`config.mk`:
```
export PLATFORM = sky130hd
export DESIGN_NAME = ghu_ctrl
export DESIGN_NICKNAME = d
export VERILOG_FILES = /design/src/ghu_pkg.sv /design/src/ghu_ctrl.sv
export SDC_FILE = /design/constraint.sdc
export NUM_CORES = 1
export LEC_CHECK = 0
export ABC_CLOCK_PERIOD_IN_PS = 3100
export BUFFER_PORTS_ARGS = -buffer_cell sky130_fd_sc_hd__buf_2
export CAP_MARGIN = 15
export CORE_AREA = 2 2 39 41
export DETAILED_ROUTE_END_ITERATION = 7
export DIE_AREA = 0 0 41 43
export GPL_ROUTABILITY_DRIVEN = 0
export SYNTH_ARGS = -nofsm -noshare
export SYNTH_HDL_FRONTEND = slang
export SYNTH_SLANG_ARGS = --single-unit
```
`constraint.sdc`:
```
create_clock -name clk_i -period 3.1 [get_ports clk_i]
set_input_delay 0.31 -clock clk_i [delete_from_list [all_inputs] [get_ports clk_i]]
set_output_delay 0.31 -clock clk_i [all_outputs]
set_load 0.05 [all_outputs]
```
`src/ghu_pkg.sv`:
```
package ghu_pkg;

  // Histogram geometry.
  localparam int unsigned Bins       = 256;
  localparam int unsigned BinAw      = $clog2(Bins);
  localparam int unsigned CountWidth = 32;
  localparam int unsigned OutWidth   = 32;
  localparam int unsigned PixWidth   = 8;

  // Gray weighting: (r*11 + g*16 + b*5) >> 5.
  localparam int unsigned WeightR   = 11;
  localparam int unsigned WeightG   = 16;
  localparam int unsigned WeightB   = 5;
  localparam int unsigned GrayShift = 5;
  localparam int unsigned SumWidth  = PixWidth + GrayShift;

  typedef logic [CountWidth-1:0] count_t;
  typedef logic [BinAw-1:0]      bin_addr_t;
  typedef logic [OutWidth-1:0]   out_count_t;

  localparam count_t     CountMax = {CountWidth{1'b1}};
  localparam out_count_t OutMax   = {OutWidth{1'b1}};

  // Operation codes carried by a transaction.
  typedef enum logic [1:0] {
    OpAccum     = 2'd0,
    OpRead      = 2'd1,
    OpReadClear = 2'd2,
    OpUnused    = 2'd3
  } opcode_e;

  // Commands from the controller to the datapath.
  typedef struct packed {
    logic capture;   // Latch the bin address of an accepted transaction.
    logic use_gray;  // Address comes from the pixel, not from bin_index.
    logic rd_en;     // Read the addressed bin into the read register.
    logic wr_en;     // Write back the incremented count.
    logic clear;     // Mark the addressed bin as zero.
    logic emit;      // Present the read count as a result.
  } ghu_cmd_t;

  // Gray level of one pixel.
  function automatic bin_addr_t gray_level(logic [PixWidth-1:0] r,
                                           logic [PixWidth-1:0] g,
                                           logic [PixWidth-1:0] b);
    logic [SumWidth-1:0] sum;
    sum = SumWidth'(r) * SumWidth'(WeightR)
        + SumWidth'(g) * SumWidth'(WeightG)
        + SumWidth'(b) * SumWidth'(WeightB);
    return BinAw'(sum >> GrayShift);
  endfunction

endpackage

```
`src/ghu_ctrl.sv`:
```
module ghu_ctrl (
  input  logic             clk_i,
  input  logic             rst_ni,
  input  logic             start,
  input  logic [1:0]       opcode_i,
  output logic             busy,
  output ghu_pkg::ghu_cmd_t cmd_o
);
  import ghu_pkg::*;

  typedef enum logic [2:0] {
    StIdle   = 3'b001,
    StRead   = 3'b010,
    StUpdate = 3'b100
  } state_e;

  state_e  state_q, state_d;
  opcode_e op_q, op_d;
  logic    accept;

  assign busy   = (state_q != StIdle);
  assign accept = start && (state_q == StIdle);

  // Next state and command decode.
  always_comb begin
    state_d = state_q;
    op_d    = op_q;
    cmd_o   = '0;
    unique case (state_q)
      StIdle: begin
        if (accept) begin
          op_d           = opcode_e'(opcode_i);
          cmd_o.capture  = 1'b1;
          cmd_o.use_gray = (opcode_e'(opcode_i) == OpAccum);
          if (opcode_e'(opcode_i) != OpUnused) begin
            state_d = StRead;
          end
        end
      end
      StRead: begin
        cmd_o.rd_en = 1'b1;
        state_d     = StUpdate;
      end
      StUpdate: begin
        cmd_o.wr_en = (op_q == OpAccum);
        cmd_o.clear = (op_q == OpReadClear);
        cmd_o.emit  = (op_q == OpRead) || (op_q == OpReadClear);
        state_d     = StIdle;
      end
      default: begin
        state_d = StIdle;
      end
    endcase
  end

  // State and latched operation.
  always_ff @(posedge clk_i or negedge rst_ni) begin
    if (!rst_ni) begin
      state_q <= StIdle;
      op_q    <= OpAccum;
    end else begin
      state_q <= state_d;
      op_q    <= op_d;
    end
  end

endmodule

```
* Word level (Yosys, flattened, before mapping)
Cells that the tools add are included.
** Cells by class
- Eq/ne operators :: 9
- Muxes and demuxes :: 7
- Reductions and logical operators :: 6
** Operators with widths (count)
- 2-to-1 mux 3 bit :: 3
- case mux 3 bit (2 select lines) :: 1
- zero test 2 bit :: 2
- 2-to-1 mux 2 bit :: 2
- != test 2 bit (second input constant) :: 2
- AND reduction 2 bit :: 2
- == test 3 x 1 -> 1 bit (second input constant) :: 1
- == test 3 x 2 -> 1 bit (second input constant) :: 1
- == test 3 bit (second input constant) :: 1
- != test 3 x 1 -> 1 bit (second input constant) :: 1
- == test 2 x 1 -> 1 bit (second input constant) :: 1
- == test 2 bit (second input constant) :: 1
- != test 2 x 1 -> 1 bit (second input constant) :: 1
- logical AND 1 bit :: 1
- logical OR 1 bit :: 1
- 2-to-1 mux 1 bit :: 1
** Word-level totals
- Bits in registers :: 5
- Input port bits :: 5
- Output and inout bits :: 7
- Word-level logic and storage cells :: 24

* Depth between registers and ports, before layout
- Word-level depth :: 4
- Gate-level depth with buffers :: 3
- Depth with buffers taken out :: 3

* Worst setup path after synthesis
OpenSTA, ideal clock, no wires.
- Kind :: reg2out
- Start point :: reg state_q[0]
- End point :: out cmd_o[4] (netlist bit)
- Arrival :: 2104 ps
- Required time :: 2790 ps
- Path slack :: 686 ps
- Stages on the path, launching flop included :: 4
- Path buffers :: 1
- Cell sequence :: dfstp_2 and4bb_1 buf_6 nor3b_1
** RTL lines
- from (decl) :: line ghu_ctrl.sv:17 : state_e state_q, state_d;
- from (signal assigned) :: line ghu_ctrl.sv:59 : state_q <= StIdle;
- from (signal assigned) :: line ghu_ctrl.sv:62 : state_q <= state_d;
- to (decl) :: line ghu_ctrl.sv:7 : output ghu_pkg::ghu_cmd_t cmd_o

==> metrics.txt <==
Clk pwr share=0.280; most frequent cells in the layout=buf_2, nor3b_1, dfrtp_1; register area share after synthesis=0.4430; skew final=0.001178 ns; GRT Total Usage=0.07273; status=complete, no violations; overflow left after global routing=0; Worst-path clk slew=0.04 ns; average cell area after synthesis=11.41 um2; critical path's top delay family=flip-flops; R2R Setup Slk=roughly 1.8 ns; core area=1384 um2; Arr. time, crit path=about 1.6 ns; pwr dens=between 600 and 700 nW/um2; Sw Share=0.3614; width of the die=41 um; fin crit share=0.6252; Cells after Synth=25; max incr delay on CP=0.56 ns; TritonCTS clock tree=done; buffers added on ports=11; die height=43 um; P_int=around 0.00017 W; largest net degree at the start of global routing=7; count of final setup violators=0; synth warn=0; crit start category=register; Vias per Instance=approximately 3.8; R2R depth=2; Wirelength per Cell=8.732 um; Initial Util=0.2061; Worst R2R Start=state_q[0]$_DFFE_PN1P_; most common cell after layout, fill and taps aside=buf_2; H-tree depth=1; ys async rst share=1.000; Seq cells post-synth=5; P_leak=0.2048 nW; Overall Power=0.0002629 W; initial antenna violation count=0; Fillers=149; Slew HR=0.8116; EDFF count, synth=0; # Max-Cap Violations=0; Main synth FF type=dfrtp_1; peak supply drop=336.6 uV; max-slew violations=0; area grow syn2layout=35.09%; unrepaired setup endpoints after global routing=false; Psw=0.00009502 W; # IOs=12; Slew @ Worst Pin=0.2820 ns; die area=1763 um2; final hold vios=0; Skew-Pair Late Insertion Delay=about 0.24 ns; hold path depth=3; crit-path cells=and4bb_1, nor3b_1, buf_2; Seq pwr share=0.369; Post-Route WL=489 um; Mapped Nets=32; ant diodes=0; share of cells above drive strength 1=0.4500; Worst Path Class, Setup=reg -> out; capture point of the worst reg-to-reg path=op_q[1]$_DFFE_PN0P_; Max clock buf depth=2; # DRC=0; Setup crit end kind=output pin; CTS resizes=0; setup bufs post-CTS=0; CTS root buffer=clkbuf_4; TritonRoute pass-1 iters=1; first-pass GRT wire length=828 um; HP Class=in -> reg; Clock Sinks=5; number of routed nets with antenna violations=0; final worst path period need=1.938 ns; Starting DRT DRC Count=0; routed vias=211; row count=14; vias in the first global route=217; highest clock rate=516.0 MHz; Comb power frac=0.351; worst-path fanout max=6; Buf/Inv on CP=1; WP data required=2.79 ns; Hold Path Origin=opcode_i[1]; CTS buffer count=3; Post-Syn Area=about 290 um2; Crit-path slowest cell=dfstp_2; TNS Setup=0 ns; Netlist cell types=13; worst hold path endpoint=state_q[0]$_DFFE_PN1P_; fin nets=48
## layout make-up
type,count,area [um2],area share
Inverter,2,7.507,0.01948
Tap cell,16,20.02,0.05195
Timing Repair Buffer,12,65.06,0.1688
Multi-Input combinational cell,17,140.1,0.3636
Clock buffer,4,26.28,0.06818
Sequential cell,5,126.4,0.3279
## power by group through the flow
stage	logic (W)	clock network [W]	registers [W]
after floorplan	0.0000792	0	0.0000934
after global routing	0.000101	0.0000804	0.0000999
after global placement	0.0000914	0	0.0000964
final	0.0000922	0.0000737	0.0000970
after CTS	0.0000933	0.0000781	0.0000968
after detailed placement	0.0000915	0	0.0000976
## how the worst max path moves through the flow
stage | start | endpoint | slack [ns] | cells after the start
2_1_floorplan | state_q[0]$_DFFE_PN1P_ | cmd_o[4] | 0.69 | 3
3_5_place_dp | state_q[0]$_DFFE_PN1P_ | cmd_o[4] | 1.42 | 3
3_3_place_gp | state_q[0]$_DFFE_PN1P_ | cmd_o[4] | 1.45 | 3
5_1_grt | state_q[0]$_DFFE_PN1P_ | cmd_o[4] | 1.08 | 3
4_1_cts | state_q[0]$_DFFE_PN1P_ | cmd_o[4] | 1.15 | 3
6_report | state_q[0]$_DFFE_PN1P_ | cmd_o[4] | 1.16 | 3
## registers in the layout (all words and copies together), names as in the netlist
signal and flops:
state_q 3, op_q 2
## repair_timing
| action | 4_1_cts | 5_1_grt |
|---|---|---|
| hold buffers | 1 | 0 |
| endpoints found under the setup margin | 0 | 0 |
| hold endpoints to repair | 4 | 0 |
## logic make-up after synthesis
family	share of synthesized area
simple gates	0.2807
compound gates	0.01753
buf+inv	0.06580
fa+ha+maj	0.08771
flops	0.4430
mux	0.1053
## per-stage QoR
stage               std cells    util  hold WS, ns  setup WS, ns  area, um2
finish                     56  0.2785       0.3152         1.162      385.4
global route               56  0.2785       0.3309         1.081      385.4
CTS                        56  0.2785       0.3056         1.147      385.4
detailed placement         51  0.2523       0.1318         1.417      349.1
global placement           51  0.2523       0.1271         1.446      349.1
floorplan                  25       -      0.01441        0.6863      285.3
## synth_stat cells, types with 2 or more instances
library cell	number	area [um2]
dfrtp_1	4	100.1
mux2_4	2	30.03
and2_1	3	18.77
ha_1	2	25.02
nor3b_1	4	30.03
nand2_1	2	7.510
inv_1	2	7.510
## tightest hold or removal path, cell delays in order
cell and delay, ns:
buf_2 0.11, nand2_1 0.06, a21oi_1 0.06
## metal layers
layer	vias up	track usage	share of wire
met5	-	0	0
met1	89	0.09508	0.49
met3	0	0.02618	0.15
met2	11	0.08125	0.36
li1	111	-	-
met4	0	0.08000	0
Note: power is estimated with default switching activity, not from simulation.
